--- src/sv/rsl_pkg.sv ---
// ----------------------------------------------------------------------------
// rsl_pkg: shared types and constants for the residual slew limiter
// Payload structs, field widths, fixed-point constants, register indexes.
// ----------------------------------------------------------------------------
`timescale 1ns / 1ps
`default_nettype none

package rsl_pkg;

    // axis count and field widths
    localparam int NUM_AXES  = 6;
    localparam int AXIS_W    = 3;
    localparam int WRENCH_W  = 24;
    localparam int DELTA_W   = 20;
    localparam int ACT_W     = 16;
    localparam int CONF_W    = 16;
    localparam int DT_W      = 16;
    localparam int BLEND_W   = 16;
    localparam int LIM_W     = 10;
    localparam int CFG_W     = 60;
    localparam int CFG_IDX_W = 3;

    // datapath widths
    localparam int MAG_W     = 15;                 // |action| <= 1.0 in Q2.14
    localparam int P1_W      = 24;                 // |a| * limit < 2^24
    localparam int P1_ACC_W  = MAG_W + LIM_W;
    localparam int PR_ACC_W  = DT_W + LIM_W;
    localparam int MAG_ACC_W = P1_W + BLEND_W;
    localparam int ROUND_SH  = 21;                 // Q.29 -> Q.8
    localparam int REQ_MAG_W = MAG_ACC_W - ROUND_SH;
    localparam int STEP_SH   = 8;                  // Q.16 -> Q.8
    localparam int STEP_W    = PR_ACC_W - STEP_SH;
    localparam int DIFF_W    = DELTA_W + 1;

    localparam logic [AXIS_W-1:0] NUM_AXES_V = AXIS_W'(NUM_AXES);

    // fixed-point constants
    localparam logic signed [ACT_W-1:0] ACT_POS_ONE = 16'sd16384;
    localparam logic signed [ACT_W-1:0] ACT_NEG_ONE = -16'sd16384;
    localparam logic [MAG_W-1:0]        MAG_ONE     = 15'd16384;
    localparam logic [BLEND_W-1:0]      BLEND_ONE   = 16'd32768;

    // half-LSB rounding term, preloaded in the upper half of the accumulator
    localparam logic [MAG_ACC_W-1:0] ROUND_INIT =
        MAG_ACC_W'(1) << (ROUND_SH - 1 + BLEND_W);

    // register indexes
    localparam logic [CFG_IDX_W-1:0] CFG_ENABLED  = 3'd0;
    localparam logic [CFG_IDX_W-1:0] CFG_MIN_CONF = 3'd1;
    localparam logic [CFG_IDX_W-1:0] CFG_BLEND    = 3'd2;
    localparam logic [CFG_IDX_W-1:0] CFG_DLIMITS  = 3'd3;
    localparam logic [CFG_IDX_W-1:0] CFG_RLIMITS  = 3'd4;

    typedef struct packed {
        logic [AXIS_W-1:0]          axis;
        logic signed [WRENCH_W-1:0] base_component;
        logic signed [ACT_W-1:0]    normalized;
        logic                       action_valid;
        logic [CONF_W-1:0]          confidence;
        logic [DT_W-1:0]            step_time;
    } t_in;

    typedef struct packed {
        logic [AXIS_W-1:0]          axis_out;
        logic signed [WRENCH_W-1:0] wrench_out;
        logic                       residual_applied;
    } t_out;

endpackage

`default_nettype wire

--- src/sv/residual_slew_limiter.sv ---
// ----------------------------------------------------------------------------
// residual_slew_limiter: gated, scaled, slew-limited residual on a wrench axis
// Bit-serial multiplies feed a small slew clamp and a saturating add.
// ----------------------------------------------------------------------------
// Sequence: an applied request runs the limit/rate multiply over the 10 limit
//   bits, then the blend multiply over the 16 blend bits, then SLEW, NEWD, DONE.
// A request the gate rejects, or with its axis out of range, goes straight to DONE.
// Flow: one request in flight; a new one is taken only in IDLE, DONE holds while
//   the output is stalled, and the bit-serial shift-add multipliers serve all axes.
// Reset: synchronous, active low; clears config, stored deltas, state, out valid.
`timescale 1ns / 1ps
`default_nettype none

module residual_slew_limiter (
    input  wire                                i_clk,
    input  wire                                i_rst_n,
    // request in
    input  wire                                i_in_valid,
    output logic                               o_in_stall,
    input  wire  rsl_pkg::t_in                 i_in_data,
    // result out
    output logic                               o_out_valid,
    input  wire                                i_out_stall,
    output rsl_pkg::t_out                      o_out_data,
    // config write port
    input  wire                                i_cfg_we,
    input  wire  [rsl_pkg::CFG_IDX_W-1:0]      i_cfg_index,
    input  wire  [rsl_pkg::CFG_W-1:0]          i_cfg_data
);

    // sequencer codes
    localparam logic [2:0] ST_IDLE = 3'd0;   // waiting for a request
    localparam logic [2:0] ST_MULA = 3'd1;   // |a|*limit and rate*dt, limit bits
    localparam logic [2:0] ST_MULB = 3'd2;   // (|a|*limit)*blend, blend bits
    localparam logic [2:0] ST_SLEW = 3'd3;   // signed request, diff vs stored
    localparam logic [2:0] ST_NEWD = 3'd4;   // slew clamp, write back delta
    localparam logic [2:0] ST_DONE = 3'd5;   // saturating add into out reg

    localparam logic [3:0] MULA_LAST = 4'(rsl_pkg::LIM_W - 1);
    localparam logic [3:0] MULB_LAST = 4'(rsl_pkg::BLEND_W - 1);

    // config registers
    logic                              r_enabled;
    logic [rsl_pkg::CONF_W-1:0]        r_min_conf;
    logic [rsl_pkg::BLEND_W-1:0]       r_blend;
    logic [rsl_pkg::CFG_W-1:0]         r_dlim;
    logic [rsl_pkg::CFG_W-1:0]         r_rlim;

    // stored per-axis deltas, Q12.8
    logic signed [rsl_pkg::DELTA_W-1:0] r_delta [rsl_pkg::NUM_AXES];

    // sequencer
    logic [2:0] r_state, n_state;
    logic [3:0] r_cnt;

    // per-request working registers
    logic [rsl_pkg::AXIS_W-1:0]          r_axis;
    logic signed [rsl_pkg::WRENCH_W-1:0] r_base;
    logic                                r_neg;
    logic                                r_slew_en;
    logic                                r_applied;
    logic [rsl_pkg::MAG_W-1:0]           r_amag;
    logic [rsl_pkg::DT_W-1:0]            r_dt;
    logic [rsl_pkg::LIM_W-1:0]           r_lim;     // shifts right, LSB first
    logic [rsl_pkg::LIM_W-1:0]           r_rate;    // shifts right, LSB first
    logic [rsl_pkg::BLEND_W-1:0]         r_bl;      // shifts right, LSB first
    logic [rsl_pkg::P1_ACC_W-1:0]        r_acc_p1;
    logic [rsl_pkg::PR_ACC_W-1:0]        r_acc_pr;
    logic [rsl_pkg::MAG_ACC_W-1:0]       r_acc_m;
    logic signed [rsl_pkg::DELTA_W-1:0]  r_prev;
    logic signed [rsl_pkg::DELTA_W-1:0]  r_req;
    logic signed [rsl_pkg::DIFF_W-1:0]   r_diff;
    logic signed [rsl_pkg::DELTA_W-1:0]  r_new;

    // output register
    logic          r_out_valid;
    rsl_pkg::t_out r_out;

    // ---------------------------------------------------------------- accept
    logic in_accept;
    logic out_free;
    assign in_accept = i_in_valid && (r_state == ST_IDLE);
    assign out_free  = !r_out_valid || !i_out_stall;

    // gate: axis in range, enabled, action valid, confidence at or above threshold
    logic in_range;
    logic gate_ok;
    assign in_range = i_in_data.axis < rsl_pkg::NUM_AXES_V;
    assign gate_ok  = r_enabled && i_in_data.action_valid &&
                      (i_in_data.confidence >= r_min_conf);

    // per-axis limit fields
    logic [rsl_pkg::CFG_W-1:0] dlim_sh;
    logic [rsl_pkg::CFG_W-1:0] rlim_sh;
    logic [rsl_pkg::LIM_W-1:0] lim_sel;
    logic [rsl_pkg::LIM_W-1:0] rate_sel;
    assign dlim_sh  = r_dlim >> (rsl_pkg::LIM_W * i_in_data.axis);
    assign rlim_sh  = r_rlim >> (rsl_pkg::LIM_W * i_in_data.axis);
    assign lim_sel  = dlim_sh[rsl_pkg::LIM_W-1:0];
    assign rate_sel = rlim_sh[rsl_pkg::LIM_W-1:0];

    // action clamp to +-1.0 and magnitude; blend saturates at 1.0
    logic signed [rsl_pkg::ACT_W-1:0] act_neg;
    logic [rsl_pkg::MAG_W-1:0]        amag_in;
    logic [rsl_pkg::BLEND_W-1:0]      bl_sat;
    assign act_neg = -i_in_data.normalized;

    always_comb begin
        priority if (i_in_data.normalized > rsl_pkg::ACT_POS_ONE) begin
            amag_in = rsl_pkg::MAG_ONE;
        end else if (i_in_data.normalized < rsl_pkg::ACT_NEG_ONE) begin
            amag_in = rsl_pkg::MAG_ONE;
        end else if (i_in_data.normalized[rsl_pkg::ACT_W-1]) begin
            amag_in = act_neg[rsl_pkg::MAG_W-1:0];
        end else begin
            amag_in = i_in_data.normalized[rsl_pkg::MAG_W-1:0];
        end
    end

    assign bl_sat = (r_blend > rsl_pkg::BLEND_ONE) ? rsl_pkg::BLEND_ONE : r_blend;

    // ---------------------------------------------------- shift-add datapath
    // Right-shifting accumulators: only the upper word goes through an adder.
    logic [rsl_pkg::MAG_W:0]     sum_p1;
    logic [rsl_pkg::DT_W:0]      sum_pr;
    logic [rsl_pkg::P1_W:0]      sum_m;
    logic [rsl_pkg::P1_W-1:0]    p1;
    assign p1 = r_acc_p1[rsl_pkg::P1_W-1:0];

    assign sum_p1 = {1'b0, r_acc_p1[rsl_pkg::P1_ACC_W-1:rsl_pkg::LIM_W]}
                  + (r_lim[0] ? {1'b0, r_amag} : '0);
    assign sum_pr = {1'b0, r_acc_pr[rsl_pkg::PR_ACC_W-1:rsl_pkg::LIM_W]}
                  + (r_rate[0] ? {1'b0, r_dt} : '0);
    assign sum_m  = {1'b0, r_acc_m[rsl_pkg::MAG_ACC_W-1:rsl_pkg::BLEND_W]}
                  + (r_bl[0] ? {1'b0, p1} : '0);

    // ----------------------------------------------------- finishing logic
    logic [rsl_pkg::REQ_MAG_W-1:0]      req_mag;
    logic signed [rsl_pkg::DELTA_W-1:0] req_pos;
    logic signed [rsl_pkg::DELTA_W-1:0] req_s;
    logic signed [rsl_pkg::DELTA_W-1:0] prev_rd;
    logic [rsl_pkg::STEP_W-1:0]         step;
    logic signed [rsl_pkg::DIFF_W-1:0]  step_s;
    logic signed [rsl_pkg::DIFF_W-1:0]  diff_cl;
    logic signed [rsl_pkg::DIFF_W-1:0]  new_wide;
    logic signed [rsl_pkg::DELTA_W-1:0] new_d;

    assign req_mag = r_acc_m[rsl_pkg::MAG_ACC_W-1:rsl_pkg::ROUND_SH];
    assign req_pos = {1'b0, req_mag};
    assign req_s   = r_neg ? -req_pos : req_pos;
    assign prev_rd = r_delta[r_axis];

    assign step    = r_acc_pr[rsl_pkg::PR_ACC_W-1:rsl_pkg::STEP_SH];
    assign step_s  = {{(rsl_pkg::DIFF_W - rsl_pkg::STEP_W){1'b0}}, step};

    always_comb begin
        priority if (r_diff > step_s) begin
            diff_cl = step_s;
        end else if (r_diff < -step_s) begin
            diff_cl = -step_s;
        end else begin
            diff_cl = r_diff;
        end
    end

    // result lies between prev and req, so it fits the delta width
    assign new_wide = {r_prev[rsl_pkg::DELTA_W-1], r_prev} + diff_cl;
    assign new_d    = r_slew_en ? new_wide[rsl_pkg::DELTA_W-1:0] : r_req;

    // saturating add to 24 bits
    logic signed [rsl_pkg::WRENCH_W:0]   total_w;
    logic signed [rsl_pkg::WRENCH_W-1:0] total_sat;
    assign total_w = {r_base[rsl_pkg::WRENCH_W-1], r_base}
                   + {{(rsl_pkg::WRENCH_W + 1 - rsl_pkg::DELTA_W)
                       {r_new[rsl_pkg::DELTA_W-1]}}, r_new};

    always_comb begin
        if (total_w[rsl_pkg::WRENCH_W] != total_w[rsl_pkg::WRENCH_W-1]) begin
            total_sat = total_w[rsl_pkg::WRENCH_W]
                      ? {1'b1, {(rsl_pkg::WRENCH_W-1){1'b0}}}
                      : {1'b0, {(rsl_pkg::WRENCH_W-1){1'b1}}};
        end else begin
            total_sat = total_w[rsl_pkg::WRENCH_W-1:0];
        end
    end

    // ------------------------------------------------------------ sequencer
    always_comb begin
        n_state = r_state;
        unique case (r_state)
            ST_IDLE: begin
                if (in_accept) begin
                    n_state = (in_range && gate_ok) ? ST_MULA : ST_DONE;
                end
            end
            ST_MULA: begin
                if (r_cnt == MULA_LAST) begin
                    n_state = ST_MULB;
                end
            end
            ST_MULB: begin
                if (r_cnt == MULB_LAST) begin
                    n_state = ST_SLEW;
                end
            end
            ST_SLEW: n_state = ST_NEWD;
            ST_NEWD: n_state = ST_DONE;
            ST_DONE: begin
                if (out_free) begin
                    n_state = ST_IDLE;
                end
            end
            default: n_state = ST_IDLE;
        endcase
    end

    always_ff @(posedge i_clk) begin
        if (!i_rst_n) begin
            r_state <= ST_IDLE;
            r_cnt   <= '0;
        end else begin
            r_state <= n_state;
            if (r_state != n_state) begin
                r_cnt <= '0;
            end else begin
                r_cnt <= r_cnt + 4'd1;
            end
        end
    end

    // ----------------------------------------------------- config registers
    always_ff @(posedge i_clk) begin
        if (!i_rst_n) begin
            r_enabled  <= 1'b0;
            r_min_conf <= '0;
            r_blend    <= '0;
            r_dlim     <= '0;
            r_rlim     <= '0;
        end else if (i_cfg_we) begin
            unique case (i_cfg_index)
                rsl_pkg::CFG_ENABLED:  r_enabled  <= i_cfg_data[0];
                rsl_pkg::CFG_MIN_CONF: r_min_conf <= i_cfg_data[rsl_pkg::CONF_W-1:0];
                rsl_pkg::CFG_BLEND:    r_blend    <= i_cfg_data[rsl_pkg::BLEND_W-1:0];
                rsl_pkg::CFG_DLIMITS:  r_dlim     <= i_cfg_data;
                rsl_pkg::CFG_RLIMITS:  r_rlim     <= i_cfg_data;
                default: ;
            endcase
        end
    end

    // --------------------------------------------------------- delta store
    // A rejected gate on an in-range axis clears every axis; an applied request writes its own.
    always_ff @(posedge i_clk) begin
        if (!i_rst_n) begin
            for (int i = 0; i < rsl_pkg::NUM_AXES; i++) begin
                r_delta[i] <= '0;
            end
        end else if (in_accept && in_range && !gate_ok) begin
            for (int i = 0; i < rsl_pkg::NUM_AXES; i++) begin
                r_delta[i] <= '0;
            end
        end else if (r_state == ST_NEWD) begin
            r_delta[r_axis] <= new_d;
        end
    end

    // ------------------------------------------------------ working payload
    always_ff @(posedge i_clk) begin
        unique case (r_state)
            ST_IDLE: begin
                if (in_accept) begin
                    r_axis    <= i_in_data.axis;
                    r_base    <= i_in_data.base_component;
                    r_neg     <= i_in_data.normalized[rsl_pkg::ACT_W-1];
                    r_amag    <= amag_in;
                    r_dt      <= i_in_data.step_time;
                    r_lim     <= lim_sel;
                    r_rate    <= rate_sel;
                    r_bl      <= bl_sat;
                    r_slew_en <= (rate_sel != '0) && (i_in_data.step_time != '0);
                    r_applied <= in_range && gate_ok;
                    r_acc_p1  <= '0;
                    r_acc_pr  <= '0;
                    r_acc_m   <= rsl_pkg::ROUND_INIT;
                    r_new     <= '0;
                end
            end
            ST_MULA: begin
                r_acc_p1 <= {sum_p1, r_acc_p1[rsl_pkg::LIM_W-1:1]};
                r_acc_pr <= {sum_pr, r_acc_pr[rsl_pkg::LIM_W-1:1]};
                r_lim    <= r_lim >> 1;
                r_rate   <= r_rate >> 1;
            end
            ST_MULB: begin
                r_acc_m <= {sum_m, r_acc_m[rsl_pkg::BLEND_W-1:1]};
                r_bl    <= r_bl >> 1;
            end
            ST_SLEW: begin
                r_req  <= req_s;
                r_prev <= prev_rd;
                r_diff <= {req_s[rsl_pkg::DELTA_W-1], req_s}
                        - {prev_rd[rsl_pkg::DELTA_W-1], prev_rd};
            end
            ST_NEWD: begin
                r_new <= new_d;
            end
            default: ;
        endcase
    end

    // ------------------------------------------------------ output register
    always_ff @(posedge i_clk) begin
        if (!i_rst_n) begin
            r_out_valid <= 1'b0;
        end else if ((r_state == ST_DONE) && out_free) begin
            r_out_valid <= 1'b1;
        end else if (!i_out_stall) begin
            r_out_valid <= 1'b0;
        end
    end

    always_ff @(posedge i_clk) begin
        if ((r_state == ST_DONE) && out_free) begin
            r_out.axis_out         <= r_axis;
            r_out.wrench_out       <= total_sat;
            r_out.residual_applied <= r_applied;
        end
    end

    assign o_in_stall  = (r_state != ST_IDLE);
    assign o_out_valid = r_out_valid;
    assign o_out_data  = r_out;

endmodule

`default_nettype wire

--- config.mk ---
export PLATFORM = sky130hd
export DESIGN_NAME = residual_slew_limiter
export DESIGN_NICKNAME = d
export VERILOG_FILES = /design/src/sv/rsl_pkg.sv /design/src/sv/residual_slew_limiter.sv
export SDC_FILE = /design/constraint.sdc
export NUM_CORES = 1
export LEC_CHECK = 0
export ABC_AREA = 1
export BUFFER_PORTS_ARGS = -buffer_cell sky130_fd_sc_hd__buf_4
export CELL_PAD_IN_SITES_DETAIL_PLACEMENT = 1
export CELL_PAD_IN_SITES_GLOBAL_PLACEMENT = 2
export CORE_ASPECT_RATIO = 0.7
export CORE_UTILIZATION = 25
export CTS_CLUSTER_SIZE = 30
export DETAILED_ROUTE_END_ITERATION = 10
export GPL_TIMING_DRIVEN = 0
export PLACE_DENSITY = 0.68
export SYNTH_ARGS = -nofsm -noshare
export SYNTH_HDL_FRONTEND = slang
export SYNTH_SLANG_ARGS = --single-unit
--- constraint.sdc ---
create_clock -name i_clk -period 7.4 [get_ports i_clk]
set_input_delay 0.74 -clock i_clk [delete_from_list [all_inputs] [get_ports i_clk]]
set_output_delay 0.74 -clock i_clk [all_outputs]
set_load 0.005 [all_outputs]
==> results.ini, run 1 <==
[outcome]
outcome=finished, final reports clean

[timing]
hold_slack_ns=0.2393
period_share_pct=92.04
tns_ns=0
finalMaxSlewViolations=0
clock.fmax_ghz=0.1468
setup_viol=0
fin_crit_ns=6.811
worst_clock_skew_ns=0.04204
worst_slew_pin_slew_ns=1.138
slew_headroom_pct=23.95
hold_violations=0

[job]
cap_violations=0

[grt]
grt_usage_pct=16.88
grt_first_pass_wirelength_um=166200
grt_overflow_total=0
grt_max_degree=46
grt_pass1_vias=26560
antenna_found_initial=3

[worst_hold_path]
holdPathEnd=r_base[8]
hold_class=in2reg
whs_path_depth=1
hp-start=i_in_data[57]

[cells_and_area]
layout-drive-gt1-share_pct=10.01
nets=4226
syn_to_final_growth_pct=18.50
final_core_util_pct=29.97
fillerInstances=14820

[synth]
yosysSeqAreaShare_pct=50.83
syn_area_per_cell_um2=8.800
netlist_top_cells_area=edfxtp_1, dfxtp_1, nor2_1
syn_nets=3967
synth_flop_cell=edfxtp_1
synth_top_area_share_pct=40.58
synthArstFlopShare_pct=0
yosysWarnings=0
syn_area_mm2=0.03204
synth_edf_count=433
ys_types=58
ys_ff_latch=597
synth_commonest_cells=nor2_1, nand2_1, edfxtp_1
yosys.area.top_type=edfxtp_1
synth.most_common_cell=nor2_1
netlist_instances=3641

[critical_path]
crit_path_max_fanout=10
cp_data_arrival_time_ns=7.20
rr_worst_depth=32
crit_type=reg2reg
r2r_end=r_delta[7][15]
cp_data_required_time_ns=7.79
reg2reg_slack_ns=0.59
rr_startpoint=r_acc_pr[9]
endpoint_kind=register
cpPeakStageDelay_ns=0.45
critical_path.slowest_cell=edfxtp_1
crit_path_frequent_cell=nand2_1
critPathLaunchType=register

[pwr]
power_frac_clock_pct=33.9
p_switching_uw=3523
sw_frac_of_total_pct=34.16
p_total_uw=10310
p_leak_uw=0.01544
p_seq_share_pct=40.2
p_comb_share_pct=25.8
power_density_mw_per_mm2=271.7
intPower_uw=6791
ir_drop_uv=214.7

[clock_tree]
cts-root-buf=clkbuf_16
clock_path_buffers=3
htree_levels=3
clk_pin_slew_ns=0.06
clock_sinks=597
insertion_delay_ns=0.67
cts_buffers=69
tritoncts=built

[floorplan]
die_width_um=429.9
die_area_mm2=0.1296
num_rows=109
fp.dieH_um=301.5
core-area_mm2=0.1267
initial_utilization_pct=25.29
io_pins=174

[drt]
drtAntennaViolNets=0
wl_per_cell_um=19.56
first_pass_iters=5
vias=26100
route.final.wire_length_um=110100
via_per_inst=4.640
drt_iter0_markers=1520
drc=0

[placed_design]
dpl.hpwl_um=86250
gp_congestion=0.8438
port_buffers=172

-- sequential cells by signal (all words and copies together), names as in the netlist, 18 cells and up, named ones only --
register    count
r_dlim         60
r_rlim         60
r_base         24
r_delta       160
r_req          20
r_new          20
r_acc_pr       18
r_acc_p1       25
r_diff         21
r_prev         20
r_acc_m        24
o_out_data     28
-- placed cells by master (no fill, tap or decap), types with 21 or more instances in the layout --
cell / netlist / final
nor2_1: 595 / 594
a21oi_1: 297 / 296
o21a_1: 28 / 28
edfxtp_1: 433 / 433
nand2_1: 502 / 500
o21ai_0: 393 / 388
nor3_1: 38 / 35
o32ai_1: 39 / 39
o21ai_2: 18 / 21
a31oi_1: 27 / 27
ha_1: 176 / 176
dfxtp_1: 164 / 164
clkbuf_16: 0 / 69
clkbuf_1: 134 / 148
buf_4: 0 / 179
xnor2_1: 30 / 30
inv_1: 394 / 393
xor2_1: 65 / 65
o21ai_1: 25 / 26
nand4_1: 22 / 22
nand3_1: 76 / 76
-- per-stage QoR --
stage / cells / setup slack [ns] / cell area, µm²
5_1_grt: 5620 / -0.01039 / 37960
3_5_place_dp: 5492 / 0.1188 / 35630
6_report: 5625 / 0.5893 / 37970
4_1_cts: 5618 / 0.08489 / 37890
2_1_floorplan: 3641 / 2.199 / 32040
3_3_place_gp: 5478 / -0.3904 / 35410
-- cell type report --
class                      count  area [µm²]  area share (%)
timing repair buffer         188        1483           3.905
clock buffer                  86        1821           4.795
multi-input combinational   2489       13710           36.11
buffer                       150       604.3           1.592
antenna                        5       12.51         0.03295
tap                         1665        2083           5.487
clock inverter                40       444.2           1.170
sequential                   597       16290           42.89
inverter                     405        1523           4.011
-- worst max-delay path, delay by kind of cell (launching register included) --
family	cells	cell delay [ns]
AOI/OAI and AO/OA	6	1.36
buffers and inverters	5	0.80
and+or+nand+nor	16	2.48
xor gates and xnor gates	2	0.56
adders and majority gates	3	0.91
DFF	1	0.45
-- per-layer routing --
metal | vias to the layer above | part of all wire (%) | track usage [%]
li1 | 12940 | - | -
met1 | 12600 | 53 | 25.99
met2 | 443 | 41 | 24.45
met3 | 117 | 4.5 | 2.180
met4 | 0 | 2.1 | 4.379
met5 | - | 0 | 0
-- power groups by stage --
| stage | Combinational [µW] | Clock (µW) | Sequential [µW] |
|---|---|---|---|
| 4_1_cts | 2690 | 3600 | 4150 |
| 5_1_grt | 2990 | 3710 | 4180 |
| 3_5_place_dp | 2670 | 0 | 4220 |
| 3_3_place_gp | 2620 | 0 | 4230 |
| 2_1_floorplan | 1740 | 0 | 4140 |
| 6_report | 2670 | 3500 | 4150 |
-- cells by family after synthesis --
family                     share of synthesized area, %
and+or+nand+nor                                   16.89
AOI/OAI and AO/OA                                 15.71
DFF                                               50.83
buffers and inverters                             6.623
adders and majority gates                         7.248
xor gates and xnor gates                          2.698
-- how the worst max path moves through the flow --
stage / from / to / slack, ns
final: r_acc_pr[9] / r_delta[7][15] / 0.59
after global routing: r_acc_pr[9] / r_delta[2][16] / -0.01
after CTS: r_acc_pr[9] / r_delta[7][15] / 0.08
after detailed placement: r_acc_pr[9] / r_delta[7][15] / 0.12
after global placement: r_state[1] / r_prev[9] / -0.39
after floorplan: r_state[1] / r_diff[0] / 2.20
-- repair_timing --
item | in CTS | in global routing
hold buffers | 0 | 0
setup endpoints to repair | 0 | 99
resized for setup | 0 | 15
buffers inserted | 0 | 1
No activity file was read; power rests on OpenSTA's default activity.
==> run 2: changes to the inputs <==
BUFFER_PORTS_ARGS = -buffer_cell sky130_fd_sc_hd__buf_2   (was -buffer_cell sky130_fd_sc_hd__buf_4)
GPL_TIMING_DRIVEN = unset   (was 0)
==> results.ini, run 2 (synthesis results as in run 1) <==
[outcome]
outcome=finished, final reports clean

[drt]
drc=0  ; unchanged
wl_per_cell_um=19.39  ; -0.90%
drtAntennaViolNets=0  ; unchanged
vias=25800  ; -1.2%
route.final.wire_length_um=106600  ; -3.1%
via_per_inst=4.692  ; +1.1%
first_pass_iters=5  ; unchanged
drt_iter0_markers=1577  ; +3.8%

[floorplan]
io_pins=174  ; unchanged
initial_utilization_pct=25.29  ; unchanged
die_area_mm2=0.1296  ; unchanged
fp.dieH_um=301.5  ; unchanged
core-area_mm2=0.1267  ; unchanged
die_width_um=429.9  ; unchanged
num_rows=109  ; unchanged

[critical_path]
rr_startpoint=r_acc_pr[9]
critPathLaunchType=register
reg2reg_slack_ns=1.04  ; +0.46 ns
endpoint_kind=register
crit_type=reg2reg
crit_path_frequent_cell=nand2_1
cp_data_required_time_ns=7.78  ; about the same
cpPeakStageDelay_ns=0.41  ; -0.04 ns
cp_data_arrival_time_ns=6.73  ; -0.47 ns
crit_path_max_fanout=36  ; +26
r2r_end=r_delta[7][15]
rr_worst_depth=31  ; -3.1%
critical_path.slowest_cell=inv_2

[clock_tree]
cts_hold_buffers=0  ; unchanged
cts-root-buf=clkbuf_16
clock_sinks=597  ; unchanged
tritoncts=built
cts_buffers=69  ; unchanged
cts_setup_buffers=0  ; unchanged
htree_levels=3  ; unchanged
insertion_delay_ns=0.66  ; about the same
clk_pin_slew_ns=0.06  ; about the same
cts_resized=0  ; unchanged
clock_path_buffers=3  ; unchanged

[pwr]
p_leak_uw=0.01515  ; -1.9%
power_density_mw_per_mm2=273.9  ; +0.81%
p_total_uw=10120  ; -1.8%
ir_drop_uv=142.9  ; -33%

[worst_hold_path]
holdPathEnd=r_base[1]
hold_class=in2reg
hp-start=i_in_data[50]
whs_path_depth=1  ; unchanged

[placed_design]
port_buffers=173  ; +0.58%
dpl.cell_count=5370  ; -2.2%
gp_congestion=0.8243  ; -2.3%
dpl.hpwl_um=76820  ; -11%

[timing]
slew_headroom_pct=22.65  ; -1.3 points
hold_violations=0  ; unchanged
setup_viol=0  ; unchanged
fin_crit_ns=6.356  ; -0.4551 ns
tns_ns=0  ; unchanged
finalMaxSlewViolations=0  ; unchanged
clock.fmax_ghz=0.1573  ; +7.2%
worst_slew_pin_slew_ns=1.148  ; +0.01008 ns
period_share_pct=85.89  ; -6.2 points
rsz0062_at_grt=no
worst_clock_skew_ns=0.02144  ; -0.02060 ns

[grt]
grt_pass1_vias=25860  ; -2.6%
grt_overflow_total=0  ; unchanged
grt_first_pass_wirelength_um=162400  ; -2.3%
grt_max_degree=87  ; +89%
grt_usage_pct=16.34  ; -0.54 points
antenna_found_initial=8  ; +5

[cells_and_area]
fillerInstances=14770  ; -0.32%
largest_reg_flops=160  ; unchanged
layout_common_cells=nor2_1, nand2_1, edfxtp_1, o21ai_0, inv_1
syn_to_final_growth_pct=15.37
layout-drive-gt1-share_pct=10.81  ; +0.79 points
final_cells=5498  ; -2.3%
regMostFlops=r_delta
final_core_util_pct=29.18  ; -0.79 points
layout.area.seq_mm2=0.01629  ; about the same
largest_registers=r_delta x160, r_dlim x60, r_rlim x60
nets=4102  ; -2.9%
mostFrequentLayoutCell=nor2_1
multi_input_area_mm2=0.01369  ; -0.16%

[job]
cap_violations=0  ; unchanged

==> run 2: changes by cell type in the layout (fill, tap and decap cells not counted), sizes merged <==
cell,delta
bufinv,-3
clkbuf,-125
clkinv,-6
diode,-3
clkinvlp,-2
buf,+13
inv,-1
==> run 2: layer usage <==
metal / vias to the layer above / wire (µm) / GRT usage [%]
met4: 0 / 1711 / 3.435
met2: 424 / 44190 / 24.01
li1: 12680 / - / -
met5: - / 0 / 0
met3: 101 / 4530 / 2.438
met1: 12590 / 56160 / 24.97
==> run 2: worst max path at each step <==
stage,startpoint,to,slack (ns),cells after the start
6_report,r_acc_pr[9],r_delta[7][15],1.04,31
5_1_grt,r_acc_pr[8],r_delta[7][13],0.34,33
4_1_cts,r_acc_pr[8],r_delta[6][12],1.08,31
3_5_place_dp,r_acc_pr[8],r_delta[6][12],1.10,31
3_3_place_gp,r_acc_pr[9],r_delta[6][12],1.08,31
2_1_floorplan,r_state[1],r_diff[0],2.20,2
==> run 2: layout make-up <==
type	instances	area share, %
Sequential cell	597	44.06
Multi-Input combinational cell	2489	37.04
Tap cell	1665	5.636
Clock buffer	98	5.213
Inverter	405	4.119
Timing Repair Buffer	214	3.182
Clock inverter	28	0.7379
Antenna cell	2	0.01354
==> run 2: worst max-delay path: cells and delay by family, from the launching register on <==
family / cells / cell delay, ns
AO/OA/AOI/OAI: 7 / 1.63
XOR/XNOR: 2 / 0.45
buffers and inverters: 4 / 0.76
flip-flops: 1 / 0.38
adder cells (fa/ha/maj): 3 / 0.87
AND/OR/NAND/NOR: 15 / 1.97
==> run 2: metrics by stage <==
step	area, µm²	worst slack (ns)	hold slack [ns]
after detailed placement	34760	1.097	0.4173
final	36970	1.044	0.2559
after global placement	34760	1.077	0.4143
after global routing	36960	0.3423	0.2159
after floorplan	32040	2.199	0.4003
after CTS	36960	1.080	0.2019
==> run 2: power by group <==
| group | switching, µW | internal [µW] | leakage [µW] | total, µW |
|---|---|---|---|---|
| combinational | 1730 | 790 | 0.00850 | 2520 |
| clock | 1530 | 1910 | 0.00108 | 3450 |
| sequential | 170 | 3980 | 0.00558 | 4150 |
==> run 3: changes to the inputs <==
PLACE_DENSITY = 0.7   (was 0.68)
clock period = 5.6 ns   (was 7.4 ns; I/O delays follow)
==> results.ini, run 3 (synthesis results as in run 1) <==
[drt]
wl_per_cell_um=19.17  ; -1.1%
vias=26110  ; +1.2%
drtAntennaViolNets=0  ; unchanged
via_per_inst=4.677  ; -0.33%
drc=0  ; unchanged
drt_iter0_markers=1819  ; +15%
route.final.wire_length_um=107000  ; +0.41%
first_pass_iters=5  ; unchanged

[floorplan]
die_width_um=429.9  ; unchanged
fp.dieH_um=301.5  ; unchanged
num_rows=109  ; unchanged
initial_utilization_pct=25.29  ; unchanged
io_pins=174  ; unchanged
die_area_mm2=0.1296  ; unchanged
core-area_mm2=0.1267  ; unchanged

[pwr]
ir_drop_uv=183.3  ; +28%
p_switching_uw=4651  ; +35%
p_seq_share_pct=39.3  ; -1.7 points
power_density_mw_per_mm2=366.2  ; +34%
power_frac_clock_pct=35.1  ; +1.0 points
p_leak_uw=0.01570  ; +3.6%
sw_frac_of_total_pct=33.33  ; -0.59 points
intPower_uw=9301  ; +39%
p_comb_share_pct=25.6  ; +0.7 points

[timing]
rsz0062_at_grt=yes
worst_clock_skew_ns=0.03568  ; +0.01424 ns
fin_crit_ns=5.392  ; -0.9638 ns
hold_violations=0  ; unchanged
slew_headroom_pct=5.993  ; -17 points
period_share_pct=96.28  ; +10 points
finalWorstSetupSlack_ns=0.2082  ; -0.8362 ns
hold_slack_ns=0.07247  ; -0.1835 ns
setup_viol=0  ; unchanged
finalMaxSlewViolations=0  ; unchanged
worst_slew_pin_slew_ns=1.395  ; +0.2473 ns
clock.fmax_ghz=0.1855  ; +18%

[grt]
grt_first_pass_wirelength_um=162300  ; about the same
grt_pass1_vias=26070  ; +0.80%
antenna_found_initial=8  ; unchanged
grt_usage_pct=16.36  ; +0.023 points
grt_overflow_total=0  ; unchanged
grt_max_degree=95  ; +9.2%

[cells_and_area]
fin_area_mm2=0.03810  ; +3.1%
nets=4184  ; +2.0%
mostFrequentLayoutCell=nor2_1
final_core_util_pct=30.07  ; +0.89 points
syn_to_final_growth_pct=18.91
regMostFlops=r_delta
layout-drive-gt1-share_pct=14.28  ; +3.5 points
layout_common_cells=nor2_1, nand2_1, edfxtp_1, inv_1, o21ai_0
fillerInstances=14770  ; unchanged
largest_registers=r_delta x160, r_dlim x60, r_rlim x60
largest_reg_flops=160  ; unchanged

[worst_hold_path]
hold_class=in2reg

[outcome]
outcome=finished, final reports clean

[clock_tree]
clock_path_buffers=3  ; unchanged
cts-root-buf=clkbuf_16
clock_sinks=597  ; unchanged
tritoncts=built
insertion_delay_ns=0.67  ; about the same
cts_hold_buffers=0  ; unchanged
htree_levels=3  ; unchanged
cts_buffers=70  ; +1.4%
clk_pin_slew_ns=0.06  ; about the same

[critical_path]
cp_data_required_time_ns=5.95  ; -1.83 ns
crit_path_max_fanout=13  ; -64%
crit_path_frequent_cell=nand2_1
crit_type=reg2reg
cp_data_arrival_time_ns=5.74  ; -0.99 ns
cpPeakStageDelay_ns=0.41  ; about the same
critPathLaunchType=register
critical_path.slowest_cell=edfxtp_1
endpoint_kind=register

[placed_design]
dpl.hpwl_um=77510  ; +0.91%
gp_congestion=0.8691  ; +5.4%
pre_cts_ws_ns=-0.09962  ; -1.197 ns
postPlaceCellArea_mm2=0.03524  ; +1.4%
port_buffers=173  ; unchanged

[job]
cap_violations=0  ; unchanged

[run 3: worst paths after layout]
kind                                    start             end  slack (ns)  cells past startpoint
worst max register to register    r_acc_pr[8]  r_delta[1][16]        0.21                     31
worst min register to register      r_applied   o_out_data[0]        0.43                      0
worst min-delay path            i_in_data[72]      r_base[23]        0.07                      1
worst max-delay path              r_acc_pr[8]  r_delta[1][16]        0.21                     31
[run 3: per-stage QoR]
| step | total power, µW | instances | TNS (ns) |
|---|---|---|---|
| 3_3_place_gp | 9031 | 5434 | 0 |
| 2_1_floorplan | 7773 | 3641 | 0 |
| 3_5_place_dp | 9080 | 5434 | -0.6531 |
| 5_1_grt | 14710 | 5580 | -4.123 |
| 6_report | 13950 | 5583 | 0 |
| 4_1_cts | 14060 | 5563 | 0 |
[run 3: power by group through the flow]
stage | clock (µW) | combinational, µW | sequential, µW
finish | 4900 | 3570 | 5480
global route | 5200 | 4000 | 5520
global placement | 0 | 3460 | 5570
detailed placement | 0 | 3510 | 5570
CTS | 5050 | 3530 | 5480
floorplan | 0 | 2300 | 5470
[run 3: what timing repair did]
item,CTS,global route
buffers inserted,0,16
cloned,0,1
pin swaps,0,21
endpoints found under the setup margin,34,145
resized for setup,3,80
[run 3: area by class of cell]
class | count | area, µm² | share of cell area, %
clock inverter | 37 | 473.0 | 1.241
multi-input combinational | 2489 | 13970 | 36.66
inverter | 405 | 1529 | 4.013
clock buffer | 92 | 1966 | 5.159
timing repair inverter | 1 | 6.256 | 0.01642
timing repair buffer | 294 | 1777 | 4.664
sequential | 597 | 16290 | 42.75
tap | 1665 | 2083 | 5.468
antenna | 3 | 7.507 | 0.01971
[run 3: worst max-delay path, delay by kind of cell (launching register included)]
family / cells / cell delay, ns
buffers and inverters: 5 / 0.56
adders and majority gates: 3 / 0.80
AOI/OAI and AO/OA: 7 / 1.04
xor gates and xnor gates: 2 / 0.43
DFF: 1 / 0.41
and+or+nand+nor: 14 / 1.83
[run 3: routing by layer]
layer	part of all wire [%]	track usage, %
met5	0.021	0
met1	53	24.97
met3	4.7	3.182
met2	41	23.67
met4	1.5	3.078
